**src/rtl/hrl_pkg.sv**
```systemverilog
// Package for the hex record loader: parse phases, result kinds, status codes,
// the parse-state and result structs, and the hex digit decoder.
// Has no dependencies; used by hrl_parser and hex_record_loader_core.
package hrl_pkg;

  typedef enum logic [6:0] {
    PH_HUNT    = 7'b0000001,
    PH_COUNT   = 7'b0000010,
    PH_ADDR_HI = 7'b0000100,
    PH_ADDR_LO = 7'b0001000,
    PH_TYPE    = 7'b0010000,
    PH_DATA    = 7'b0100000,
    PH_CSUM    = 7'b1000000
  } phase_e;

  typedef enum logic {
    KIND_WRITE  = 1'b0,
    KIND_STATUS = 1'b1
  } kind_e;

  typedef enum logic [2:0] {
    ST_LOADED    = 3'd0,
    ST_END       = 3'd1,
    ST_NO_RECORD = 3'd2,
    ST_BAD_HEX   = 3'd3,
    ST_TRUNCATED = 3'd4,
    ST_CHECKSUM  = 3'd5,
    ST_BAD_TYPE  = 3'd6
  } status_e;

  localparam logic [7:0]  RecordMark   = 8'h3A;
  localparam logic [7:0]  TypeData     = 8'h00;
  localparam logic [7:0]  TypeEnd      = 8'h01;
  localparam logic [15:0] LimitDefault = 16'h0100;
  localparam logic [7:0]  PageFill     = 8'hFF;

  typedef struct packed {
    phase_e      phase;
    logic [3:0]  hi;
    logic        pending;
    logic [7:0]  count;
    logic [15:0] addr;
    logic [7:0]  kind;
    logic [7:0]  sum;
    logic [7:0]  offset;
  } parse_t;

  localparam parse_t ParseClear = '{
    phase: PH_HUNT, hi: 4'h0, pending: 1'b0, count: 8'h00,
    addr: 16'h0000, kind: 8'h00, sum: 8'h00, offset: 8'h00
  };

  typedef struct packed {
    logic        valid;
    kind_e       kind;
    logic [15:0] addr;
    logic [7:0]  data;
    status_e     status;
    logic [15:0] limit;
  } result_t;

  // Returns {digit_ok, value}.
  function automatic logic [4:0] hex_decode(input logic [7:0] c);
    logic [4:0] r;
    r = 5'b0_0000;
    if (c >= 8'h30 && c <= 8'h39) begin
      r = {1'b1, 4'(c - 8'h30)};
    end else if (c >= 8'h41 && c <= 8'h46) begin
      r = {1'b1, 4'(c - 8'h37)};
    end else if (c >= 8'h61 && c <= 8'h66) begin
      r = {1'b1, 4'(c - 8'h57)};
    end
    return r;
  endfunction

endpackage

```
**src/rtl/hrl_parser.sv**
```systemverilog
// Record parser: holds the parse state, the halt flag, the page setting and
// the memory limit, and turns one character into at most one result.
// Depends on hrl_pkg.
module hrl_parser (
  input  logic             clk_i,
  input  logic             rst_ni,
  input  logic             cfg_we_i,
  input  logic [7:0]       cfg_wdata_i,
  input  logic             fire_i,
  input  logic [7:0]       ch_i,
  input  logic             eoi_i,
  output hrl_pkg::result_t res_o
);

  hrl_pkg::parse_t  ps_q, ps_d;
  logic             halted_q, halted_d;
  logic [7:0]       pages_q, pages_d;
  logic [15:0]      limit_q, limit_d;

  logic [4:0]       dec;
  logic [7:0]       byte_v;
  logic [7:0]       sum_new;
  logic [7:0]       offset_inc;
  logic [15:0]      top;
  hrl_pkg::result_t res;

  assign dec        = hrl_pkg::hex_decode(ch_i);
  assign byte_v     = {ps_q.hi, dec[3:0]};
  assign sum_new    = ps_q.sum + byte_v;
  assign offset_inc = ps_q.offset + 8'd1;
  assign top        = ps_q.addr + {8'h00, ps_q.count};

  always_comb begin
    ps_d       = ps_q;
    halted_d   = halted_q;
    pages_d    = pages_q;
    limit_d    = limit_q;
    res        = '0;
    res.kind   = hrl_pkg::KIND_STATUS;
    res.status = hrl_pkg::ST_LOADED;

    if (cfg_we_i) begin
      pages_d = cfg_wdata_i;
      limit_d = (cfg_wdata_i == 8'h00) ? hrl_pkg::LimitDefault
                                       : {cfg_wdata_i, hrl_pkg::PageFill};
    end

    if (fire_i) begin
      if (eoi_i) begin
        // End of input always resynchronizes; it reports only when running.
        ps_d     = hrl_pkg::ParseClear;
        halted_d = 1'b0;
        if (!halted_q) begin
          res.valid  = 1'b1;
          res.status = (ps_q.phase != hrl_pkg::PH_HUNT) ? hrl_pkg::ST_TRUNCATED
                                                        : hrl_pkg::ST_NO_RECORD;
        end
      end else if (halted_q) begin
        ps_d = ps_q;
      end else if (ps_q.phase == hrl_pkg::PH_HUNT) begin
        if (ch_i == hrl_pkg::RecordMark) begin
          ps_d       = hrl_pkg::ParseClear;
          ps_d.phase = hrl_pkg::PH_COUNT;
        end
      end else if (!dec[4]) begin
        ps_d       = hrl_pkg::ParseClear;
        halted_d   = 1'b1;
        res.valid  = 1'b1;
        res.status = hrl_pkg::ST_BAD_HEX;
      end else if (!ps_q.pending) begin
        ps_d.hi      = dec[3:0];
        ps_d.pending = 1'b1;
      end else begin
        ps_d.pending = 1'b0;
        ps_d.sum     = sum_new;
        case (ps_q.phase)
          hrl_pkg::PH_COUNT: begin
            ps_d.count = byte_v;
            ps_d.phase = hrl_pkg::PH_ADDR_HI;
          end
          hrl_pkg::PH_ADDR_HI: begin
            ps_d.addr  = {byte_v, 8'h00};
            ps_d.phase = hrl_pkg::PH_ADDR_LO;
          end
          hrl_pkg::PH_ADDR_LO: begin
            ps_d.addr  = {ps_q.addr[15:8], byte_v};
            ps_d.phase = hrl_pkg::PH_TYPE;
          end
          hrl_pkg::PH_TYPE: begin
            ps_d.kind   = byte_v;
            ps_d.offset = 8'h00;
            ps_d.phase  = (ps_q.count == 8'h00) ? hrl_pkg::PH_CSUM : hrl_pkg::PH_DATA;
          end
          hrl_pkg::PH_DATA: begin
            res.valid   = 1'b1;
            res.kind    = hrl_pkg::KIND_WRITE;
            res.addr    = ps_q.addr + {8'h00, ps_q.offset};
            res.data    = byte_v;
            ps_d.offset = offset_inc;
            if (offset_inc == ps_q.count) begin
              ps_d.phase = hrl_pkg::PH_CSUM;
            end
          end
          hrl_pkg::PH_CSUM: begin
            res.valid = 1'b1;
            if (sum_new != 8'h00) begin
              res.status = hrl_pkg::ST_CHECKSUM;
            end else if (ps_q.kind == hrl_pkg::TypeEnd) begin
              res.status = hrl_pkg::ST_END;
            end else if (ps_q.kind != hrl_pkg::TypeData) begin
              res.status = hrl_pkg::ST_BAD_TYPE;
            end else if (ps_q.count == 8'h00) begin
              res.status = hrl_pkg::ST_END;
            end else begin
              res.status = hrl_pkg::ST_LOADED;
              if (pages_q == 8'h00 && top > limit_q) begin
                limit_d = top;
              end
            end
            ps_d     = hrl_pkg::ParseClear;
            halted_d = (res.status != hrl_pkg::ST_LOADED);
          end
          default: begin
            ps_d = hrl_pkg::ParseClear;
          end
        endcase
      end
    end

    res.limit = limit_d;
  end

  assign res_o = res;

  always_ff @(posedge clk_i or negedge rst_ni) begin
    if (!rst_ni) begin
      ps_q     <= hrl_pkg::ParseClear;
      halted_q <= 1'b0;
      pages_q  <= 8'h00;
      limit_q  <= hrl_pkg::LimitDefault;
    end else begin
      ps_q     <= ps_d;
      halted_q <= halted_d;
      pages_q  <= pages_d;
      limit_q  <= limit_d;
    end
  end

  // A halted parser always sits in the hunting phase.
  a_halt_hunts: assert property (@(posedge clk_i) disable iff (!rst_ni)
    halted_q |-> ps_q.phase == hrl_pkg::PH_HUNT)
    else $error("halted parser left the hunting phase");

  // While hunting, no half-read byte or partial sum survives.
  a_hunt_clean: assert property (@(posedge clk_i) disable iff (!rst_ni)
    ps_q.phase == hrl_pkg::PH_HUNT |-> !ps_q.pending && ps_q.sum == 8'h00)
    else $error("stale record state while hunting");

  // A nonzero page write with no request parsed sets the limit to {page, 0xFF} on the next cycle.
  a_cfg_limit: assert property (@(posedge clk_i) disable iff (!rst_ni)
    cfg_we_i && cfg_wdata_i != 8'h00 && !fire_i |=>
      limit_q == {$past(cfg_wdata_i), hrl_pkg::PageFill})
    else $error("limit not reloaded after page write");

endmodule

```
**src/rtl/hex_record_loader_core.sv**
```systemverilog
// Top level of the hex record loader: input register, record parser and
// result register with valid/stall handshakes on both sides.
// Depends on hrl_pkg and hrl_parser.
//
// Usage: one character request enters on ch_i / end_of_input_i with
// in_valid_i, and is taken at an edge where in_stall_o is low. Each request
// yields zero or one result on out_valid_o: a memory write (kind 0, address
// and data) or a record status (kind 1, status code); memory_limit_o comes
// with both. A taken request is parsed out of the input register, and its
// result is loaded into the result register when that register can load.
// The block takes one request per cycle while no result is held by
// out_stall_i, with a single register stage on each side of the parser.
// When out_stall_i holds a result, the input register keeps one request and
// then raises in_stall_o. The page register is written with cfg_we_i and
// cfg_wdata_i while the block is idle; it reloads the memory limit at once.
// Reset empties both registers, clears the parse state and halt flag, sets the
// page count to zero and the limit to 0x0100.
module hex_record_loader_core (
  input  logic        clk_i,
  input  logic        rst_ni,
  input  logic        cfg_we_i,
  input  logic [7:0]  cfg_wdata_i,
  input  logic        in_valid_i,
  output logic        in_stall_o,
  input  logic [7:0]  ch_i,
  input  logic        end_of_input_i,
  output logic        out_valid_o,
  input  logic        out_stall_i,
  output logic        kind_o,
  output logic [15:0] write_address_o,
  output logic [7:0]  write_data_o,
  output logic [2:0]  status_o,
  output logic [15:0] memory_limit_o
);

  logic             in_valid_q;
  logic [7:0]       ch_q;
  logic             eoi_q;
  logic             out_valid_q;
  hrl_pkg::result_t out_q;
  hrl_pkg::result_t res;
  logic             advance;
  logic             fire;

  // The result register can load when it is empty or being drained.
  assign advance    = !out_valid_q || !out_stall_i;
  assign fire       = in_valid_q && advance;
  assign in_stall_o = in_valid_q && !advance;

  always_ff @(posedge clk_i or negedge rst_ni) begin
    if (!rst_ni) begin
      in_valid_q <= 1'b0;
    end else if (!in_stall_o) begin
      in_valid_q <= in_valid_i;
    end
  end

  always_ff @(posedge clk_i) begin
    if (!in_stall_o && in_valid_i) begin
      ch_q  <= ch_i;
      eoi_q <= end_of_input_i;
    end
  end

  hrl_parser u_parser (
    .clk_i       (clk_i),
    .rst_ni      (rst_ni),
    .cfg_we_i    (cfg_we_i),
    .cfg_wdata_i (cfg_wdata_i),
    .fire_i      (fire),
    .ch_i        (ch_q),
    .eoi_i       (eoi_q),
    .res_o       (res)
  );

  always_ff @(posedge clk_i or negedge rst_ni) begin
    if (!rst_ni) begin
      out_valid_q <= 1'b0;
    end else if (advance) begin
      out_valid_q <= fire && res.valid;
    end
  end

  always_ff @(posedge clk_i) begin
    if (fire && res.valid) begin
      out_q <= res;
    end
  end

  assign out_valid_o     = out_valid_q;
  assign kind_o          = out_q.kind;
  assign write_address_o = out_q.addr;
  assign write_data_o    = out_q.data;
  assign status_o        = out_q.status;
  assign memory_limit_o  = out_q.limit;

  // The input side only backs up behind a held result.
  a_stall_cause: assert property (@(posedge clk_i) disable iff (!rst_ni)
    in_stall_o |-> out_valid_o && out_stall_i)
    else $error("input stalled without a held result");

  // A write result never carries a status code.
  a_write_status: assert property (@(posedge clk_i) disable iff (!rst_ni)
    out_valid_q && out_q.kind == hrl_pkg::KIND_WRITE |->
      out_q.status == hrl_pkg::ST_LOADED)
    else $error("write result with nonzero status");

  // A parsed request that makes a result is in the result register next cycle.
  a_result_lands: assert property (@(posedge clk_i) disable iff (!rst_ni)
    fire && res.valid |=> out_valid_q)
    else $error("result lost between parser and result register");

endmodule

```
**config.mk**
```make
export PLATFORM = sky130hd
export DESIGN_NAME = hex_record_loader_core
export DESIGN_NICKNAME = d
export VERILOG_FILES = /design/src/rtl/hrl_pkg.sv /design/src/rtl/hrl_parser.sv /design/src/rtl/hex_record_loader_core.sv
export SDC_FILE = /design/constraint.sdc
export NUM_CORES = 1
export LEC_CHECK = 0
export BUFFER_PORTS_ARGS = -buffer_cell sky130_fd_sc_hd__buf_4
export CAP_MARGIN = 20
export CORE_ASPECT_RATIO = 0.7
export CORE_UTILIZATION = 29
export DETAILED_ROUTE_END_ITERATION = 7
export PLACE_DENSITY = 0.48
export SYNTH_ARGS = -nofsm -noshare
export SYNTH_HDL_FRONTEND = slang
export SYNTH_SLANG_ARGS = --single-unit
```
**constraint.sdc**
```tcl
create_clock -name clk_i -period 12.6 [get_ports clk_i]
set_input_delay 2.52 -clock clk_i [delete_from_list [all_inputs] [get_ports clk_i]]
set_output_delay 2.52 -clock clk_i [all_outputs]
set_load 0.03 [all_outputs]
```
==> results of run 1 <==
registers in the layout, indices dropped and copies added (netlist names):
register,count
u_parser.ps_q,56
memory_limit_o,16
u_parser.limit_q,16
write_address_o,16
ch_q,8
u_parser.pages_q,8
write_data_o,8
u_parser.byte_v,4
status_o,3
eoi_q,1
in_valid_q,1
kind_o,1
out_valid_o,1
u_parser.halted_q,1
power by group through the flow:
stage / Sequential, mW / Clock [mW] / Combinational, mW
final: 0.551 / 0.481 / 0.270
after global routing: 0.556 / 0.513 / 0.293
after CTS: 0.552 / 0.493 / 0.265
after detailed placement: 0.560 / 0 / 0.265
after global placement: 0.561 / 0 / 0.264
after floorplan: 0.614 / 0 / 0.107
Yosys cell counts (2+ instances only):
cell type,number
and2_1,3
nand3b_1,5
fa_1,3
a22o_1,5
and4_1,2
or4_4,2
xnor2_1,23
o211a_1,2
nor4_1,8
or2_2,10
nand3_1,16
nor3_1,13
or4_1,2
edfxtp_1,53
o31ai_1,38
o41ai_1,7
buf_1,2
nor2b_1,13
ha_1,44
nor3b_1,2
nor4b_1,2
o31a_1,2
or3_1,5
mux2_2,9
a21oi_1,27
o21ai_1,6
a2111oi_0,2
mux2_4,9
a211oi_1,3
and3_1,5
nand2_1,78
clkbuf_1,22
o21bai_1,4
o21ai_0,58
a31oi_1,6
a21o_1,8
o21a_1,6
nand4_1,6
nand2b_1,8
dfstp_2,2
nor2_1,53
inv_1,47
xor2_1,21
dfrtp_1,85
mux2i_1,4
cells by family after synthesis:
group / share of synthesized area [%]
AND/OR/NAND/NOR: 15.7
AO/OA/AOI/OAI: 15.7
flip-flops: 48.6
buffers and inverters: 3.64
adder cells (fa/ha/maj): 7.87
XOR/XNOR: 4.97
multiplexers: 3.56
worst max-delay path, delay by kind of cell (launching register included):
family	cells	cell delay (ps)
buffers and inverters	1	140
adders and majority gates	2	580
and+or+nand+nor	4	1350
xor gates and xnor gates	2	970
DFF	1	440
AOI/OAI and AO/OA	4	1340
muxes	1	500
path summary, 6_finish.rpt:
path                                   startpoint                 to  cells past startpoint
max in group asynchronous                  rst_ni  u_parser.ps_q[56]                      2
worst min-delay path            u_parser.ps_q[12]  u_parser.ps_q[12]                      2
worst max register to register            ch_q[0]  memory_limit_o[3]                     14
min in group asynchronous                  rst_ni  u_parser.ps_q[13]                      1
worst min register to register  u_parser.ps_q[12]  u_parser.ps_q[12]                      2
worst max-delay path                      ch_q[0]  memory_limit_o[3]                     14
area by class of cell:
| cell class | instances | area [µm²] | area share (%) |
|---|---|---|---|
| Clock buffer | 19 | 454 | 4.91 |
| Clock inverter | 13 | 108 | 1.16 |
| Inverter | 47 | 176 | 1.91 |
| Multi-Input combinational cell | 542 | 3710 | 40.1 |
| Sequential cell | 140 | 3770 | 40.8 |
| Tap cell | 357 | 447 | 4.83 |
| Timing Repair Buffer | 77 | 578 | 6.25 |
per-layer routing:
metal | GRT usage, % | vias to the layer above | part of all wire (%)
li1 | - | 2886 | -
met1 | 24.7 | 2829 | 54
met2 | 20.2 | 129 | 39
met3 | 3.84 | 17 | 4.9
met4 | 4.77 | 0 | 1.3
met5 | 0 | - | 0
==> results.toml, run 1 <==
[power_and_ir_drop]
ir_worst_vdd_mv = 0.0638
p_int_mw = 0.880
p_per_area_nw_per_um2 = 141
seq_power_share_pct = 42.3
power_switching_mw = 0.422
leakage_nw = 3.97
total_power_mw = 1.30
combPwrFrac_pct = 20.8
power.share.clock_pct = 37.0
swShare_pct = 32.4

[grt]
grt_pass1_vias = 5578
grt_pass1_wl_mm = 32.6
track_usage_pct = 15.6
grt_max_degree = 55
grt_overflow_total = 0
antenna_found_initial = 0

[logic_synthesis]
avgSynthCellArea_um2 = 10.3
synthFlopType = "dfrtp_1"
synth_warnings = 0
ys_types = 69
synth_edf_count = 53
synth_top_cell_area_share_pct = 27.4
mappedNetlistNets = 824
synth_cells = 755
netlist_area_um2 = 7760
synthTopCellsByArea = "dfrtp_1, edfxtp_1, ha_1"
yosysSeqAreaShare_pct = 48.6
yosys_register_bits = 140
yosysTopAreaCell = "dfrtp_1"
async_reset_ff_share_pct = 62.1

[final_layout]
diodes = 0
layout.cells.non_filler = 1195
drive_gt1_share_pct = 17.7
nFillCells = 2664
nNetsFinal = 894
finalInstanceArea_um2 = 9240
finish.utilization_pct = 35.6
syn2layout_area_growth_pct = 19.1
layout_commonest_cell = "dfrtp_1"
layout.cells.most_common_list = "dfrtp_1, nand2_1, buf_4"

[clock_network]
hold_buffers = 0
cts_root_buf = "clkbuf_16"
cts_buffers = 17
cts_resized = 0
cts.sinks = 140
clk_pin_slew_ps = 60
cts_tree = "built"
cts_setup_buffers = 0
insertion_delay_ps = 430
cts_htree_levels = 4
cts.path.max_buffers = 2

[sta]
finalCriticalPeriod_ps = 5570
period_share_pct = 44.2
fin_ws_ps = 7030
hold_viol_final = 0
totalNegativeSetupSlack_ps = 0
setup_viol = 0
tightest_slew_ps = 1070
rsz0062_at_grt = "false"
max_freq_mhz = 179
slew_violations = 0
slew-limit-headroom_pct = 28.2
clock_skew_ps = 10.5
whs_ps = 486

[drt]
ant_nets = 0
vias = 5861
drc_errors = 0
postRouteWirelength_mm = 20.6
first_pass_iters = 5
avgViaCountPerCell = 4.90
drtIter0Drc = 483
wl_per_cell_um = 17.2

[setup_path]
cp_max_fo = 16
startpoint_type = "flop"
cp_slowest_stage_delay_ps = 780
cp_slowest_cell = "xnor2_1"
crit_type = "reg2reg"
crit_arrival_ps = 5740
path_cells = "inv_1 -> ha_1 -> o21bai_1 -> a21oi_1 -> nor2b_1 -> xnor2_1 -> nor2_1 -> ha_1 -> nor3b_1 -> o221ai_1 -> xnor2_1 -> a211oi_2 -> nand3_2 -> mux2_2"
r2r_setup_slack_ps = 7030
endpoint_kind = "flop"
worstPathRequired_ps = 12770

[floorplanning]
initial_core_util_pct = 29.9
core_area_um2 = 26000
die_area_um2 = 27400
num_io_pins = 68
die_x_um = 198
die_h_um = 139
num_rows = 49

[run_status]
status = "finished clean"

[placed_design]
dpl.cell_count = 1159
gp_congestion = 0.828
io_buffers = 67
dpl_cell_area_um2 = 8650
dpl_worst_slack_ps = 7050
dp_hpwl_mm = 15.4

[flow_run]
maxCapViolCount = 0

[worst_hold_path]
hold_class = "reg2reg"
Note: power is estimated with default switching activity, not from simulation.
==> run 2: changes to the inputs <==
--- a/config.mk
+++ b/config.mk
@@ -10,7 +10,7 @@
 export CORE_ASPECT_RATIO = 0.7
 export CORE_UTILIZATION = 29
 export DETAILED_ROUTE_END_ITERATION = 7
-export PLACE_DENSITY = 0.48
+export PLACE_DENSITY = 0.49
 export SYNTH_ARGS = -nofsm -noshare
 export SYNTH_HDL_FRONTEND = slang
 export SYNTH_SLANG_ARGS = --single-unit
==> constraint.sdc (replaced) <==
create_clock -name clk_i -period 4.45 [get_ports clk_i]
set_input_delay 0.89 -clock clk_i [delete_from_list [all_inputs] [get_ports clk_i]]
set_output_delay 0.89 -clock clk_i [all_outputs]
set_load 0.03 [all_outputs]
==> run 2 against run 1 <==
Clock skew is 0.58 ps lower. Critical endpoint is now memory_limit_o[9]. Setup slack worse by 6800 ps. Via count is 1.9% higher. Combinational power grew to 2.9 times the previous value. Highest routed layer unchanged. Critical path type unchanged. First-iteration DRC count is 4.3% lower. Sequential share of layout area is 0.75 points lower. Non-clock buffer count is 13 higher. Critical path depth is 4 higher.
==> results.toml, run 2 (same netlist as run 1, synthesis figures left out) <==
[clock_network]
cts.sinks = 140
hold_buffers = 0
cts.path.max_buffers = 2
cts_tree = "built"
cts_root_buf = "clkbuf_16"
clk_pin_slew_ps = 60
cts_buffers = 17
cts_htree_levels = 4
insertion_delay_ps = 430

[placed_design]
io_buffers = 67
dp_hpwl_mm = 15.5
dpl_cell_area_um2 = 8750
gp_congestion = 0.847
dpl_worst_slack_ps = 68.4
dpl.cell_count = 1171

[final_layout]
layout.cells.non_filler = 1208
regMostFlops = "u_parser.ps_q"
diodes = 0
syn2layout_area_growth_pct = 21.3
largest_register_ff_count = 56
layout_commonest_cell = "buf_4"
finalInstanceArea_um2 = 9420
drive_gt1_share_pct = 20.1
nNetsFinal = 907
nFillCells = 2637
layout.cells.most_common_list = "buf_4, dfrtp_1, nand2_1"
finish.utilization_pct = 36.2

[power_and_ir_drop]
leakage_nw = 4.06
p_per_area_nw_per_um2 = 400
ir_worst_vdd_mv = 0.244

[drt]
drc_errors = 0
vias = 5972
first_pass_iters = 5
postRouteWirelength_mm = 20.9
ant_nets = 0
avgViaCountPerCell = 4.94
drtIter0Drc = 462
wl_per_cell_um = 17.3

[setup_path]
cp_slowest_cell = "or4b_1"
worstPathRequired_ps = 4630
crit_type = "reg2reg"
timing.rr.end = "memory_limit_o[9]"
rr_startpoint = "ch_q[0]"
cp_slowest_stage_delay_ps = 460
crit_arrival_ps = 4400
endpoint_kind = "flop"
startpoint_type = "flop"
cp-startpoint = "ch_q[0]"
cp_max_fo = 16
r2r_cells = 18
r2r_setup_slack_ps = 230
path_cells = "inv_2 -> ha_1 -> inv_1 -> o311a_1 -> nor2_2 -> or2_2 -> inv_1 -> ha_1 -> fa_2 -> a21o_1 -> or4b_1 -> mux2i_1 -> nand3_1 -> a211oi_2 -> buf_4 -> nand3_2 -> buf_12 -> mux2_4"

[sta]
slew_violations = 0
fin_ws_ps = 234
setup_viol = 0
tightest_slew_ps = 1010
rsz0062_at_grt = "false"
max_freq_mhz = 237
hold_viol_final = 0
period_share_pct = 94.7
finalCriticalPeriod_ps = 4220
totalNegativeSetupSlack_ps = 0
slew-limit-headroom_pct = 32.6
clock_skew_ps = 9.89

[worst_hold_path]
min_from = "u_parser.ps_q[22]"
hold_class = "reg2reg"
hold_end = "u_parser.ps_q[22]"
min_path_cells = 2

[floorplanning]
initial_core_util_pct = 29.9
num_rows = 49
die_x_um = 198
die_h_um = 139
core_area_um2 = 26000
num_io_pins = 68
die_area_um2 = 27400

[run_status]
status = "finished clean"

[flow_run]
maxCapViolCount = 0

[grt]
grt_pass1_vias = 5736
grt_pass1_wl_mm = 33.4
antenna_found_initial = 0
grt_max_degree = 72
grt_overflow_total = 0
track_usage_pct = 15.9
## run 2: changes by cell type in the layout (fill, tap and decap cells not counted), sizes merged
cell and change:
clkbuf +2, clkinv -3, inv -2, buf +13, clkinvlp +2, bufinv +1
## run 2: worst max path at each step
stage                               endpoint  slack (ps)
after global routing       memory_limit_o[9]          10
after detailed placement   memory_limit_o[9]          70
after global placement    memory_limit_o[11]         170
after floorplan            memory_limit_o[8]          50
final                      memory_limit_o[9]         230
after CTS                  memory_limit_o[9]          50
## run 2: where the power goes
group	internal, mW	switching, mW
Combinational	0.254	0.539
Sequential	1.50	0.0591
Clock	0.832	0.585
## run 2: per-stage QoR
stage | power [mW] | hold WS (ps)
after global placement | 2.36 | 469
final | 3.77 | 479
after detailed placement | 2.36 | 467
after CTS | 3.78 | 483
after floorplan | 2.04 | 449
after global routing | 3.93 | 508
## run 2: area by class of cell
class | instances | area, µm² | share of cell area, %
sequential | 140 | 3770 | 40.1
clock inverter | 11 | 105 | 1.12
timing repair buffer | 90 | 688 | 7.31
inverter | 47 | 176 | 1.87
multi-input combinational | 542 | 3750 | 39.8
tap | 357 | 447 | 4.74
clock buffer | 21 | 480 | 5.10
## run 2: worst max-delay path, delay by kind of cell, from the launching register on
kind	cells	cell delay, ps
AND/OR/NAND/NOR	5	950
AO/OA/AOI/OAI	3	770
adder cells (fa/ha/maj)	3	760
buffers and inverters	5	570
multiplexers	2	470
flip-flops	1	440
## run 2: layer usage
metal  GRT usage, %  vias up  wire length [µm]
li1               -     2908                 -
met1           25.0     2879             11100
met2           21.3      166              8410
met3           3.36       19              1140
met4           4.90        0               304
met5              0        -                 0
## run 2: timing repair
action / 4_1_cts / 5_1_grt
gates resized for setup: 0 / 10
setup endpoints to repair: 0 / 30
setup buffers: 0 / 2
==> run 3: changes to the inputs <==
--- a/config.mk
+++ b/config.mk
@@ -5,12 +5,14 @@
 export SDC_FILE = /design/constraint.sdc
 export NUM_CORES = 1
 export LEC_CHECK = 0
+export ABC_AREA = 1
 export BUFFER_PORTS_ARGS = -buffer_cell sky130_fd_sc_hd__buf_4
 export CAP_MARGIN = 20
 export CORE_ASPECT_RATIO = 0.7
 export CORE_UTILIZATION = 29
 export DETAILED_ROUTE_END_ITERATION = 7
 export PLACE_DENSITY = 0.49
+export SLEW_MARGIN = 20
 export SYNTH_ARGS = -nofsm -noshare
 export SYNTH_HDL_FRONTEND = slang
 export SYNTH_SLANG_ARGS = --single-unit
==> run 3 against run 2 <==
Critical path depth increased by 2. Clock power increased by 6%. First-iteration DRC count increased by 9.5%. Area after synthesis increased by 3.3%. Die area increased by 3.2%. Critical path type unchanged. Critical endpoint is now memory_limit_o[2]. Largest cell class unchanged. Highest routed layer unchanged.
==> results.toml, run 3 <==
[placed_design]
io_buffers = 67
gp_congestion = 0.858
dp_hpwl_mm = 16.2
dpl_cell_area_um2 = 8920

[power_and_ir_drop]
p_int_mw = 2.69
power.share.clock_pct = 36.8
leakage_nw = 4.53
combPwrFrac_pct = 23.7
ir_worst_vdd_mv = 0.263
power_switching_mw = 1.38
p_per_area_nw_per_um2 = 427
seq_power_share_pct = 39.5
swShare_pct = 34.0

[drt]
wl_per_cell_um = 15.7
avgViaCountPerCell = 4.63
postRouteWirelength_mm = 22.0
drc_errors = 0
first_pass_iters = 5
vias = 6487
drtIter0Drc = 506
ant_nets = 0

[floorplanning]
num_rows = 50
die_area_um2 = 28300
initial_core_util_pct = 29.7
num_io_pins = 68
core_area_um2 = 27000
die_h_um = 141
die_x_um = 201

[final_layout]
regArea_um2 = 3770
syn2layout_area_growth_pct = 18.9
layout_commonest_cell = "nand2_1"
finalInstanceArea_um2 = 9530
largest_register_ff_count = 56
multi_input_area_um2 = 3570
layout.cells.most_common_list = "nand2_1, inv_1, dfrtp_1"
nFillCells = 2769
regMostFlops = "u_parser.ps_q"
drive_gt1_share_pct = 14.1
diodes = 0
nNetsFinal = 1093

[sta]
clock_skew_ps = 18.8
setup_viol = 0
slew_violations = 0
totalNegativeSetupSlack_ps = 0
slew-limit-headroom_pct = 47.9
rsz0062_at_grt = "false"
max_freq_mhz = 248
tightest_slew_ps = 774
hold_viol_final = 0
period_share_pct = 90.5
finalCriticalPeriod_ps = 4030

[setup_path]
r2r_setup_slack_ps = 420
crit_type = "reg2reg"
rr_startpoint = "ch_q[0]"
path_cells = "inv_1 -> ha_1 -> o21ai_2 -> nand2_1 -> nand2_2 -> nand2_2 -> clkinv_1 -> nor2_1 -> ha_1 -> fa_1 -> or2_2 -> nor2_1 -> nand3_1 -> nor2_1 -> nand3_1 -> inv_1 -> nand3_2 -> buf_4 -> o21ai_0 -> inv_1"
cp_slowest_stage_delay_ps = 450
crit_family = "simple AND/OR/NAND/NOR gates"
cp-startpoint = "ch_q[0]"
startpoint_type = "flop"
endpoint_kind = "flop"
timing.rr.end = "memory_limit_o[2]"
crit_arrival_ps = 4220
cp_max_fo = 32
r2r_cells = 20
worstPathRequired_ps = 4640
crit_buf_inv = 5
cp_slowest_cell = "fa_1"

[logic_synthesis]
yosys_register_bits = 140
synthFlopType = "dfrtp_1"
synthMostInstantiatedCell = "nand2_1"
netlist_area_um2 = 8010
synth_edf_count = 53
yosysTopAreaCell = "dfrtp_1"
synth_top_cell_area_share_pct = 26.5
mappedNetlistNets = 1016
synth_warnings = 0
synth_cells = 947
avgSynthCellArea_um2 = 8.46
synthTopCellsByCount = "nand2_1, inv_1, dfrtp_1"
synthTopCellsByArea = "dfrtp_1, edfxtp_1, nand2_1"
yosysSeqAreaShare_pct = 47.1
async_reset_ff_share_pct = 62.1
ys_types = 53

[grt]
antenna_found_initial = 0
grt_use_met2_pct = 22.1
grt_util_met1_pct = 24.6
grt_max_degree = 73
grt_overflow_total = 0
track_usage_pct = 16.0
grt_pass1_wl_mm = 34.3
busiest_layer = "met1"
use_met3_pct = 3.28
grt_pass1_vias = 6039

[clock_network]
cts.path.max_buffers = 2
insertion_delay_ps = 440
cts_resized = 0
clk_pin_slew_ps = 60
cts_buffers = 17
cts.sinks = 140
cts_setup_buffers = 0
cts_root_buf = "clkbuf_16"
cts_htree_levels = 4
hold_buffers = 0
cts_tree = "built"

[flow_run]
maxCapViolCount = 0

[worst_hold_path]
hold_class = "in2async"

[run_status]
status = "finished clean"
==> run 3: cell types whose count changed in the layout (fill, tap and decap cells not counted), sizes merged, moves of 8 or more <==
cell | previous run | this run
a21oi | 27 | 47
buf | 90 | 75
inv | 50 | 150
mux2 | 18 | 0
nand2 | 78 | 218
nand2b | 8 | 0
nand3 | 17 | 71
nand4 | 6 | 17
nor2 | 53 | 88
nor2b | 13 | 0
o31ai | 38 | 13
xnor2 | 23 | 5
==> run 3: worst reg2reg max path: stages (launching register included) <==
cell and delay (ps):
edfxtp_1 430, inv_1 140, ha_1 200, o21ai_2 60
nand2_1 60, nand2_2 110, nand2_2 200, clkinv_1 200
nor2_1 190, ha_1 240, fa_1 450, or2_2 310
nor2_1 150, nand3_1 90, nor2_1 130, nand3_1 130
inv_1 120, nand3_2 70, buf_4 230, o21ai_0 200
inv_1 70
==> run 3: cell families after synthesis <==
group / Yosys count / share of synthesized area (%)
AND/OR/NAND/NOR: 420 / 23.2
buffers and inverters: 166 / 8.42
AO/OA/AOI/OAI: 146 / 10.7
flip-flops: 140 / 47.1
adder cells (fa/ha/maj): 47 / 7.62
XOR/XNOR: 28 / 3.06
==> run 3: worst max path at each step <==
stage | end | slack (ps) | cells past startpoint
floorplan | memory_limit_o[2] | 790 | 20
global placement | memory_limit_o[1] | 570 | 20
detailed placement | memory_limit_o[1] | 500 | 20
CTS | memory_limit_o[1] | 470 | 20
global route | memory_limit_o[0] | 80 | 20
finish | memory_limit_o[2] | 420 | 20
==> run 3: power by group through the flow <==
stage                     combinational, mW  sequential, mW  clock, mW
final                                 0.964            1.61       1.50
after global routing                   1.05            1.62       1.59
after CTS                             0.973            1.61       1.53
after detailed placement              0.971            1.63          0
after global placement                0.968            1.64          0
after floorplan                       0.510            1.79          0
==> run 3: layout make-up <==
class                   count  share of cell area [%]
clock inverters            13                    1.73
clock buffers              19                    4.65
well taps                 364                    4.78
inverters                 149                    5.89
repair buffers             75                    5.95
flip-flops and latches    140                    39.6
multi-input cells         641                    37.4
==> run 3: per-stage QoR <==
| step | cells | setup slack (ps) | util [%] | power, mW | hold WS (ps) |
|---|---|---|---|---|---|
| final | 1401 | 423 | 35.4 | 4.07 | 474 |
| after global routing | 1401 | 75.9 | 35.4 | 4.27 | 482 |
| after CTS | 1401 | 475 | 35.3 | 4.12 | 477 |
| after detailed placement | 1369 | 499 | 33.1 | 2.60 | 464 |
| after global placement | 1369 | 566 | 33.1 | 2.60 | 455 |
| after floorplan | 947 | 786 | - | 2.30 | 443 |
==> run 3: routing by layer <==
metal,share of wire (%),wire (µm)
met1,54,11900
met2,41,8890
met5,0,0
met3,4.3,943
met4,0.92,201
